`src/design/variable_size_block_allocator_core_defines.svh`:
```
// ----------------------------------------------------------------------------
// Allocator assertion macros
// Concurrent assertion wrappers, compiled out when SYNTH is defined.
// ----------------------------------------------------------------------------
`ifndef VARIABLE_SIZE_BLOCK_ALLOCATOR_CORE_DEFINES_SVH
`define VARIABLE_SIZE_BLOCK_ALLOCATOR_CORE_DEFINES_SVH

`ifndef SYNTH
`define VSBA_ASSERT(label, prop, msg) \
  label: assert property (@(posedge clk) disable iff (rst) prop) else $error(msg);
`define VSBA_ASSERT_ALWAYS(label, prop, msg) \
  label: assert property (@(posedge clk) prop) else $error(msg);
`else
`define VSBA_ASSERT(label, prop, msg)
`define VSBA_ASSERT_ALWAYS(label, prop, msg)
`endif

`endif

```
`src/design/vsba_pkg.sv`:
```
// ----------------------------------------------------------------------------
// Allocator package
// Shared widths, codes and controller/datapath interface types.
// ----------------------------------------------------------------------------
package vsba_pkg;

  localparam int ADDR_BITS       = 16;
  localparam int MAX_EXTENTS_DEF = 32;
  localparam int POOL_RESET      = 65535;

  localparam logic [1:0] POL_FIRST = 2'd0;
  localparam logic [1:0] POL_BEST  = 2'd1;
  localparam logic [1:0] POL_WORST = 2'd2;
  localparam logic [1:0] POL_SPARE = 2'd3;

  localparam logic [1:0] ST_OK    = 2'd0;
  localparam logic [1:0] ST_NOFIT = 2'd1;
  localparam logic [1:0] ST_FULL  = 2'd2;

  localparam logic KIND_ALLOC = 1'b0;
  localparam logic KIND_FREE  = 1'b1;

  localparam logic REG_POOL_SIZE  = 1'b0;
  localparam logic REG_FIT_POLICY = 1'b1;

  localparam int ENTRY_W = 2 * ADDR_BITS + 1;

  typedef logic [ADDR_BITS-1:0] unit_t;

  typedef struct packed {
    logic clear_wr;
    logic load;
    logic quick_done;
    logic scan_init;
    logic rd;
    logic eval;
    logic post;
    logic second;
    logic finish;
  } vsba_cmd_t;

  typedef struct packed {
    logic quick;
    logic two_wr;
    logic out_busy;
    logic pool_wr;
  } vsba_sts_t;

  function automatic unit_t sat_add(unit_t a, unit_t b);
    logic [ADDR_BITS:0] s;
    s = {1'b0, a} + {1'b0, b};
    return s[ADDR_BITS] ? {ADDR_BITS{1'b1}} : s[ADDR_BITS-1:0];
  endfunction

endpackage

```
`src/design/vsba_ram.sv`:
```
// ----------------------------------------------------------------------------
// Generic RAM
// One write port, one read port with registered read data.
// ----------------------------------------------------------------------------
module vsba_ram #(
  parameter int WIDTH = 8,
  parameter int DEPTH = 32
) (
  input  logic                     clk,
  input  logic                     we,
  input  logic [$clog2(DEPTH)-1:0] waddr,
  input  logic [WIDTH-1:0]         wdata,
  input  logic                     re,
  input  logic [$clog2(DEPTH)-1:0] raddr,
  output logic [WIDTH-1:0]         rdata
);

  logic [WIDTH-1:0] mem [DEPTH];

  always_ff @(posedge clk) begin
    if (we) begin
      mem[waddr] <= wdata;
    end
    if (re) begin
      rdata <= mem[raddr];
    end
  end

endmodule

```
`src/design/vsba_ctrl.sv`:
```
// ----------------------------------------------------------------------------
// Allocator controller
// Sequences table clear, request check, table scan and update.
// ----------------------------------------------------------------------------
`include "variable_size_block_allocator_core_defines.svh"

module vsba_ctrl #(
  parameter int MAX_EXTENTS = vsba_pkg::MAX_EXTENTS_DEF
) (
  input  logic                           clk,
  input  logic                           rst,
  input  logic                           s_tvalid,
  output logic                           s_tready,
  input  vsba_pkg::vsba_sts_t            sts,
  output vsba_pkg::vsba_cmd_t            cmd,
  output logic [$clog2(MAX_EXTENTS)-1:0] idx
);
  import vsba_pkg::*;

  localparam int IW = $clog2(MAX_EXTENTS);
  localparam int CW = $clog2(MAX_EXTENTS + 1);
  localparam logic [CW-1:0] LAST = CW'(MAX_EXTENTS - 1);
  localparam logic [CW-1:0] ENDC = CW'(MAX_EXTENTS);

  localparam logic [2:0] S_CLEAR = 3'd0;
  localparam logic [2:0] S_IDLE  = 3'd1;
  localparam logic [2:0] S_CHECK = 3'd2;
  localparam logic [2:0] S_SCAN  = 3'd3;
  localparam logic [2:0] S_UPD1  = 3'd4;
  localparam logic [2:0] S_UPD2  = 3'd5;
  localparam logic [2:0] S_OUT   = 3'd6;

  logic [2:0]    state, state_next;
  logic [CW-1:0] cnt, cnt_next;
  logic          in_acc;

  assign s_tready = (state == S_IDLE);
  assign in_acc   = s_tvalid && s_tready;
  assign idx      = cnt[IW-1:0];

  always_comb begin
    state_next = state;
    cnt_next   = cnt;
    cmd        = '0;
    unique case (state)
      S_CLEAR: begin
        cmd.clear_wr = 1'b1;
        cnt_next = cnt + 1'b1;
        if (cnt == LAST) begin
          state_next = S_IDLE;
        end
      end
      S_IDLE: begin
        if (in_acc) begin
          cmd.load = 1'b1;
          state_next = S_CHECK;
        end
      end
      S_CHECK: begin
        cnt_next = '0;
        if (sts.quick) begin
          cmd.quick_done = 1'b1;
          state_next = S_OUT;
        end else begin
          cmd.scan_init = 1'b1;
          state_next = S_SCAN;
        end
      end
      S_SCAN: begin
        cmd.rd   = (cnt != ENDC);
        cmd.eval = (cnt != '0);
        cnt_next = cnt + 1'b1;
        if (cnt == ENDC) begin
          state_next = S_UPD1;
        end
      end
      S_UPD1: begin
        cmd.post = 1'b1;
        state_next = sts.two_wr ? S_UPD2 : S_OUT;
      end
      S_UPD2: begin
        cmd.second = 1'b1;
        state_next = S_OUT;
      end
      S_OUT: begin
        if (!sts.out_busy) begin
          cmd.finish = 1'b1;
          state_next = S_IDLE;
        end
      end
      default: begin
        state_next = S_IDLE;
      end
    endcase
    if (sts.pool_wr) begin
      state_next = S_CLEAR;
      cnt_next   = '0;
    end
  end

  always_ff @(posedge clk) begin
    if (rst) begin
      state <= S_CLEAR;
      cnt   <= '0;
    end else begin
      state <= state_next;
      cnt   <= cnt_next;
    end
  end

  `VSBA_ASSERT(a_accept_to_check, in_acc && !sts.pool_wr |=> state == S_CHECK, "accept lost")
  `VSBA_ASSERT(a_scan_bound, state == S_SCAN |-> cnt <= ENDC, "scan counter overrun")
  `VSBA_ASSERT(a_finish_free, cmd.finish |-> !sts.out_busy, "result overwrote pending beat")
  `VSBA_ASSERT(a_second_after_post, state == S_UPD2 |-> $past(state) == S_UPD1, "bad merge write")

endmodule

```
`src/design/vsba_dp.sv`:
```
// ----------------------------------------------------------------------------
// Allocator datapath
// Extent table RAM, request registers, scan trackers and result register.
// ----------------------------------------------------------------------------
module vsba_dp #(
  parameter int MAX_EXTENTS = vsba_pkg::MAX_EXTENTS_DEF
) (
  input  logic                           clk,
  input  logic                           rst,
  input  logic                           cfg_wen,
  input  logic                           cfg_index,
  input  logic [15:0]                    cfg_data,
  input  logic                           in_kind,
  input  vsba_pkg::unit_t                in_offset,
  input  vsba_pkg::unit_t                in_size,
  input  vsba_pkg::vsba_cmd_t            cmd,
  input  logic [$clog2(MAX_EXTENTS)-1:0] idx,
  output vsba_pkg::vsba_sts_t            sts,
  input  logic                           m_tready,
  output logic                           m_tvalid,
  output vsba_pkg::unit_t                res_offset,
  output logic [1:0]                     res_status
);
  import vsba_pkg::*;

  localparam int IW = $clog2(MAX_EXTENTS);

  unit_t       pool_size, free_total;
  logic [1:0]  fit_policy, pol;
  logic        kind;
  unit_t       off, size;

  logic        we, re;
  logic [IW-1:0] waddr, rd_idx;
  logic [ENTRY_W-1:0] wdata, rdata;
  logic        e_v;
  unit_t       e_s, e_l;

  logic        pick_f, prev_f, next_f, slot_f;
  logic [IW-1:0] pick_i, prev_i, next_i, slot_i;
  unit_t       pick_s, pick_l, prev_s, prev_l, next_s, next_l;

  logic        better, cand, alloc_ok, pa, na;
  unit_t       new_l;
  logic [1:0]  post_status;
  unit_t       r_off;
  logic [1:0]  r_status;

  assign pol = (fit_policy == POL_SPARE) ? POL_FIRST : fit_policy;
  assign {e_v, e_s, e_l} = rdata;

  assign sts.pool_wr  = cfg_wen && (cfg_index == REG_POOL_SIZE);
  assign sts.quick    = (kind == KIND_FREE) ? (size == '0)
                                            : (size == '0 || size > free_total);
  assign sts.two_wr   = (kind == KIND_FREE) && pa && na;
  assign sts.out_busy = m_tvalid && !m_tready;

  vsba_ram #(.WIDTH(ENTRY_W), .DEPTH(MAX_EXTENTS)) u_table (
    .clk   (clk),
    .we    (we),
    .waddr (waddr),
    .wdata (wdata),
    .re    (re),
    .raddr (idx),
    .rdata (rdata)
  );

  assign re = cmd.rd;

  always_comb begin
    cand = e_v && (pol == POL_WORST || e_l >= size);
    if (!pick_f) begin
      better = 1'b1;
    end else if (pol == POL_BEST && e_l != pick_l) begin
      better = e_l < pick_l;
    end else if (pol == POL_WORST && e_l != pick_l) begin
      better = e_l > pick_l;
    end else begin
      better = e_s < pick_s;
    end
  end

  assign alloc_ok = pick_f && (pick_l >= size);
  assign new_l    = pick_l - size;
  assign pa = prev_f && (({1'b0, prev_s} + {1'b0, prev_l}) == {1'b0, off});
  assign na = next_f && (({1'b0, off} + {1'b0, size}) == {1'b0, next_s});

  always_comb begin
    we          = 1'b0;
    waddr       = idx;
    wdata       = '0;
    post_status = ST_OK;
    if (cmd.clear_wr) begin
      we    = 1'b1;
      wdata = (idx == '0) ? {pool_size != '0, unit_t'(0), pool_size} : '0;
    end else if (cmd.second) begin
      we    = 1'b1;
      waddr = next_i;
    end else if (cmd.post) begin
      if (kind == KIND_ALLOC) begin
        waddr = pick_i;
        if (alloc_ok) begin
          we    = 1'b1;
          wdata = (new_l == '0) ? '0 : {1'b1, unit_t'(pick_s + size), new_l};
        end else begin
          post_status = ST_NOFIT;
        end
      end else if (pa) begin
        we    = 1'b1;
        waddr = prev_i;
        wdata = {1'b1, prev_s, sat_add(prev_l, na ? sat_add(size, next_l) : size)};
      end else if (na) begin
        we    = 1'b1;
        waddr = next_i;
        wdata = {1'b1, off, sat_add(next_l, size)};
      end else if (slot_f) begin
        we    = 1'b1;
        waddr = slot_i;
        wdata = {1'b1, off, size};
      end else begin
        post_status = ST_FULL;
      end
    end
  end

  always_ff @(posedge clk) begin
    if (rst) begin
      pool_size  <= unit_t'(POOL_RESET);
      free_total <= unit_t'(POOL_RESET);
      fit_policy <= POL_FIRST;
    end else if (cfg_wen) begin
      if (cfg_index == REG_POOL_SIZE) begin
        pool_size  <= cfg_data;
        free_total <= cfg_data;
      end else begin
        fit_policy <= cfg_data[1:0];
      end
    end else if (cmd.post && post_status == ST_OK) begin
      free_total <= (kind == KIND_ALLOC) ? free_total - size : sat_add(free_total, size);
    end
  end

  always_ff @(posedge clk) begin
    if (cmd.load) begin
      kind <= in_kind;
      off  <= in_offset;
      size <= in_size;
    end
    if (cmd.rd) begin
      rd_idx <= idx;
    end
    if (cmd.scan_init) begin
      pick_f <= 1'b0;
      prev_f <= 1'b0;
      next_f <= 1'b0;
      slot_f <= 1'b0;
    end else if (cmd.eval) begin
      if (kind == KIND_ALLOC) begin
        if (cand && better) begin
          pick_f <= 1'b1;
          pick_i <= rd_idx;
          pick_s <= e_s;
          pick_l <= e_l;
        end
      end else if (!e_v) begin
        if (!slot_f) begin
          slot_f <= 1'b1;
          slot_i <= rd_idx;
        end
      end else if (e_s <= off) begin
        if (!prev_f || e_s > prev_s) begin
          prev_f <= 1'b1;
          prev_i <= rd_idx;
          prev_s <= e_s;
          prev_l <= e_l;
        end
      end else if (!next_f || e_s < next_s) begin
        next_f <= 1'b1;
        next_i <= rd_idx;
        next_s <= e_s;
        next_l <= e_l;
      end
    end
    if (cmd.quick_done) begin
      r_off    <= '0;
      r_status <= (kind == KIND_FREE) ? ST_OK : ST_NOFIT;
    end else if (cmd.post) begin
      r_off    <= (kind == KIND_ALLOC && alloc_ok) ? pick_s : '0;
      r_status <= post_status;
    end
    if (cmd.finish) begin
      res_offset <= r_off;
      res_status <= r_status;
    end
  end

  always_ff @(posedge clk) begin
    if (rst) begin
      m_tvalid <= 1'b0;
    end else if (cmd.finish) begin
      m_tvalid <= 1'b1;
    end else if (m_tready) begin
      m_tvalid <= 1'b0;
    end
  end

endmodule

```
`src/design/variable_size_block_allocator_core.sv`:
```
// ----------------------------------------------------------------------------
// Variable-size block allocator
// Free-extent table allocator with first, best and worst fit and merge on free.
// ----------------------------------------------------------------------------
// Requests come in on the s_ stream: tuser is the kind (allocate or free),
// tdata carries offset and size. Each request gives one beat on the m_
// stream: tdata is the granted offset, tuser the status.
// The cfg port writes pool_size (index 0) or fit_policy (index 1).
// A request is processed one at a time: after accept it passes a check,
// a scan of the extent table through the single read port of its RAM, a
// write (and a second write when a free merges on both sides) and output.
// A request answered without a scan (zero size, or an allocate larger than
// the free total) goes from the check straight to output. The next request
// is taken once the result has been loaded.
// After reset, and after every pool_size write, a clearing pass over every
// table entry rebuilds the table; no request is taken during it.
// The result sits in an output register; while the receiver stalls the next
// request is still accepted and processed, and is held before output until
// that register is free.
// ----------------------------------------------------------------------------
module variable_size_block_allocator_core #(
  parameter int MAX_EXTENTS = vsba_pkg::MAX_EXTENTS_DEF
) (
  input  logic        clk,
  input  logic        rst,
  input  logic        cfg_wen,
  input  logic        cfg_index,
  input  logic [15:0] cfg_data,
  input  logic        s_tvalid,
  output logic        s_tready,
  input  logic [31:0] s_tdata,   // offset[15:0], size[31:16]
  input  logic        s_tuser,   // kind[0]
  output logic        m_tvalid,
  input  logic        m_tready,
  output logic [15:0] m_tdata,   // granted_offset[15:0]
  output logic [1:0]  m_tuser    // status[1:0]
);
  import vsba_pkg::*;

  vsba_cmd_t cmd;
  vsba_sts_t sts;
  logic [$clog2(MAX_EXTENTS)-1:0] idx;

  vsba_ctrl #(.MAX_EXTENTS(MAX_EXTENTS)) u_ctrl (
    .clk      (clk),
    .rst      (rst),
    .s_tvalid (s_tvalid),
    .s_tready (s_tready),
    .sts      (sts),
    .cmd      (cmd),
    .idx      (idx)
  );

  vsba_dp #(.MAX_EXTENTS(MAX_EXTENTS)) u_dp (
    .clk        (clk),
    .rst        (rst),
    .cfg_wen    (cfg_wen),
    .cfg_index  (cfg_index),
    .cfg_data   (cfg_data),
    .in_kind    (s_tuser),
    .in_offset  (s_tdata[15:0]),
    .in_size    (s_tdata[31:16]),
    .cmd        (cmd),
    .idx        (idx),
    .sts        (sts),
    .m_tready   (m_tready),
    .m_tvalid   (m_tvalid),
    .res_offset (m_tdata),
    .res_status (m_tuser)
  );

endmodule
```
`config.mk`:
```
export PLATFORM = sky130hd
export DESIGN_NAME = variable_size_block_allocator_core
export DESIGN_NICKNAME = d
export VERILOG_FILES = /design/src/design/vsba_pkg.sv /design/src/design/vsba_ram.sv /design/src/design/vsba_ctrl.sv /design/src/design/vsba_dp.sv /design/src/design/variable_size_block_allocator_core.sv
export VERILOG_INCLUDE_DIRS = /design/src /design/src/design
export SDC_FILE = /design/constraint.sdc
export NUM_CORES = 2
export LEC_CHECK = 0
export BUFFER_PORTS_ARGS = -buffer_cell sky130_fd_sc_hd__buf_2
export CAP_MARGIN = 0
export CORE_MARGIN = 2
export CORE_UTILIZATION = 37
export CTS_CLUSTER_SIZE = 14
export DETAILED_ROUTE_END_ITERATION = 7
export MAX_ROUTING_LAYER = met4
export PLACE_DENSITY = 0.51
export SETUP_SLACK_MARGIN = 0.5
export SLEW_MARGIN = 20
export SYNTH_ARGS = -nofsm -noshare
export SYNTH_HDL_FRONTEND = slang
export SYNTH_HIERARCHICAL = 1
export SYNTH_SLANG_ARGS = --single-unit
```
`constraint.sdc`:
```
create_clock -name clk -period 23.1 [get_ports clk]
set_input_delay 4.62 -clock clk [delete_from_list [all_inputs] [get_ports clk]]
set_output_delay 4.62 -clock clk [all_outputs]
set_load 0.1 [all_outputs]
```
==> flow_summary_export.csv <==
group,metric,value,unit
timing,setup-tns-final,0,ns
floorplan,core,163000,sq um
drt,dr.pass1.iters,6,
logic_synthesis,netlist_area,60600,sq um
clocking,htree_levels,4,
timing,tightest_slew,1.09,ns
placed_design,gp_congestion,0.918,
power,power.density,76.1,nW/um^2
logic_synthesis,ys_types,93,
floorplan,dieHeight,409,microns
outcome,status,"complete, no violations",
logic_synthesis,synth_nets,4562,
power,p_leak,0.0229,uW
power,pwr-share-seq,51.4,%
worst_setup_path,cp-start-kind,"register",
flow_run,maxCapViolCount,0,
logic_synthesis,synth-main-ff-cell,"edfxtp_1",
worst_setup_path,path_class,"reg -> reg",
logic_synthesis,synth_top_area_share,62.6,%
clocking,clock_sinks,1327,
global_route,grt.overflow.total,0,
placed_design,place_hpwl,119,mm
floorplan,die-area,167000,sq um
clocking,cts_made_buffers,144,
logic_synthesis,synth-seq-area-share,64.7,%
timing,final.period_utilization,33.3,%
worst_setup_path,end_kind,"register",
logic_synthesis,synth-edff-count,1263,
global_route,grt_use_total,23.3,%
layout,area_delta_synth_final,13.5,%
clocking,clockBufferDepth,3,
power,clkPwrFrac,42.3,%
global_route,grt_antenna_before_repair,6,
logic_synthesis,async_reset_ff_share,0,%
timing,drv_slew,0,
timing,fin_worst_skew,0.0281,ns
clocking,tritoncts,"done",
logic_synthesis,syn_avg_cell_area,14.2,sq um
layout,fin_nets,4710,
layout,final_cell_mix,"1263 x edfxtp_1, 557 x mux2i_1, 238 x nand2_1",
timing,maxSlewHeadroom,27.3,%
drt,wl_per_cell,28.6,microns
drt,vias,37400,
layout,finalCoreUtilization,42.3,%
power,power.switching,1200,uW
worst_hold_path,min_path_type,"reg -> reg",
power,p_sw_share,22.9,%
timing,hold_viol_final,0,
floorplan,start_util,37.3,%
timing,rsz0062_at_grt,"no",
floorplan,die_x,409,microns
global_route,grt_start_max_net_pins,98,
global_route,grt_pass1_vias,36500,
placed_design,port_buffers,74,
clocking,hold_buffers,0,
floorplan,ioPinCount,75,
logic_synthesis,synth_warnings,6,
logic_synthesis,synth_cells,4276,
logic_synthesis,yosys.area.top_type,"edfxtp_1",
timing,fmax,0.130,GHz
logic_synthesis,yosys-top-cells-area,"edfxtp_1 63%, mux2i_1 9.2%, ha_1 4.6%",
logic_synthesis,ys_ff_latch,1327,
timing,fin_crit,7.68,ns
worst_setup_path,crit_fanout,22,
worst_setup_path,required,23.71,ns
layout,final_common_cell,"edfxtp_1",
clocking,cts_resized,0,
power,peakVddDrop,0.0000584,V
clocking,clk_latency,0.79,ns
clocking,cts_setup_buffers,0,
layout,drive_above_1_share,11.7,%
drt,vias_per_cell,5.58,
drt,ant_nets,0,
global_route,grt_pass1_wl,273,mm
worst_setup_path,arrival,8.29,ns
clocking,cts_root_buffer,"clkbuf_16",
floorplan,rows,148,
clocking,clk_pin_slew,0.06,ns
power,p_int,4040,uW
timing,final-setup-viol-count,0,
power,pwr-share-comb,6.2,%
drt,drtIter0Drc,3332,
drt,route.detailed.drc,0,
drt,wl,192,mm
-- layout make-up --
cell class,count,area [sq um]
Multi-Input combinational cell,2603,20400
Sequential cell,1327,39200
Tap cell,2175,2720
Clock buffer,190,3880
Antenna cell,1,2.50
Inverter,147,552
Fill cell,14900,93800
Timing Repair Buffer,201,1420
Clock inverter,66,563
-- worst max-delay path, stage by stage (launching register included) --
cell and delay, ns:
edfxtp_1 0.67, fa_1 0.56, a21o_1 0.25, a2111oi_4 0.48, o31ai_1 0.19, mux2_1 0.33, mux2i_1 0.17, nand4_2 0.21
nor3_4 0.24, buf_4 0.31, mux2_2 0.23, ha_1 0.18, inv_1 0.06, fa_1 0.37, nand2b_1 0.20, a21oi_1 0.30
nor3_1 0.13, o31ai_1 0.43, o221ai_1 0.25, o21ai_1 0.36, buf_4 0.27, nor2_1 0.05, o21ai_0 0.13, a21oi_1 0.09
o31ai_4 0.73, buf_8 0.26
-- registers in the layout, summed over array words and instances (netlist names), 3 cells and up --
signal              cells
u_dp/u_table/mem     1056
u_dp/u_table/rdata     33
u_dp/free_total        16
u_dp/next_l            16
u_dp/next_s            16
u_dp/off               16
u_dp/pick_l            16
u_dp/pick_s            16
u_dp/pool_size         16
u_dp/prev_l            16
u_dp/prev_s            16
u_dp/r_off             16
u_dp/res_offset        16
u_dp/size              16
u_ctrl/cnt              6
u_dp/next_i             5
u_dp/pick_i             5
u_dp/prev_i             5
u_dp/rd_idx             5
u_dp/slot_i             5
u_ctrl/state            3
-- power by group through the flow --
stage / registers [uW] / clock network [uW] / logic, uW
after floorplan: 2740 / 0 / 199
after global placement: 2740 / 0 / 314
after detailed placement: 2740 / 0 / 323
after CTS: 2690 / 2260 / 323
after global routing: 2690 / 2360 / 348
final: 2690 / 2220 / 327
-- through the flow --
step | hold WS [ns] | std cells | setup WS (ns) | cell area, sq um | power, uW
2_1_floorplan | 0.400 | 4276 | 15.26 | 60600 | 2940
3_3_place_gp | 0.409 | 6439 | 15.16 | 64100 | 3060
3_5_place_dp | 0.414 | 6448 | 15.22 | 64200 | 3070
4_1_cts | 0.427 | 6704 | 15.15 | 68700 | 5280
5_1_grt | 0.443 | 6710 | 14.99 | 68700 | 5400
6_report | 0.427 | 6710 | 15.42 | 68700 | 5230
-- cells in the mapped netlist (64+ instances only) --
cell	instances
a22o_1	83
o21ai_0	96
nand2_1	239
a22oi_1	103
dfxtp_1	64
edfxtp_1	1263
clkbuf_1	82
a21oi_1	219
inv_1	145
nand3_1	140
nor3_1	85
nor2_1	157
mux2i_1	557
ha_1	223
-- cells by family (layout without fill, tap and decap cells) --
| family | Yosys count | count (layout) | share of synthesized area (%) |
|---|---|---|---|
| other | 0 | 1 | 0 |
| DFF | 1327 | 1327 | 64.7 |
| buffers and inverters | 346 | 604 | 2.81 |
| adders and majority gates | 233 | 233 | 4.90 |
| and+or+nand+nor | 828 | 828 | 6.71 |
| AOI/OAI and AO/OA | 859 | 859 | 9.72 |
| muxes | 579 | 579 | 9.61 |
| xor gates and xnor gates | 104 | 104 | 1.52 |
-- layer usage --
metal / track usage (%) / wire length (microns) / up-vias
met3: 2.77 / 8540 / 274
li1: - / - / 16900
met4: 6.85 / 5460 / 0
met5: - / 0 / -
met1: 31.0 / 85300 / 19200
met2: 37.6 / 92600 / 1059
-- path summary, 6_finish.rpt --
kind                                  startpoint                 endpoint  slack (ns)  cells after the start
worst max-delay path                u_dp/size[1]  u_dp/u_table/mem[12][0]       15.42                     25
worst min-delay path            u_dp/r_status[1]       u_dp/res_status[1]        0.43                      0
worst max register to register      u_dp/size[1]  u_dp/u_table/mem[12][0]       15.42                     25
worst min register to register  u_dp/r_status[1]       u_dp/res_status[1]        0.43                      0
No activity file was read; power rests on OpenSTA's default activity.
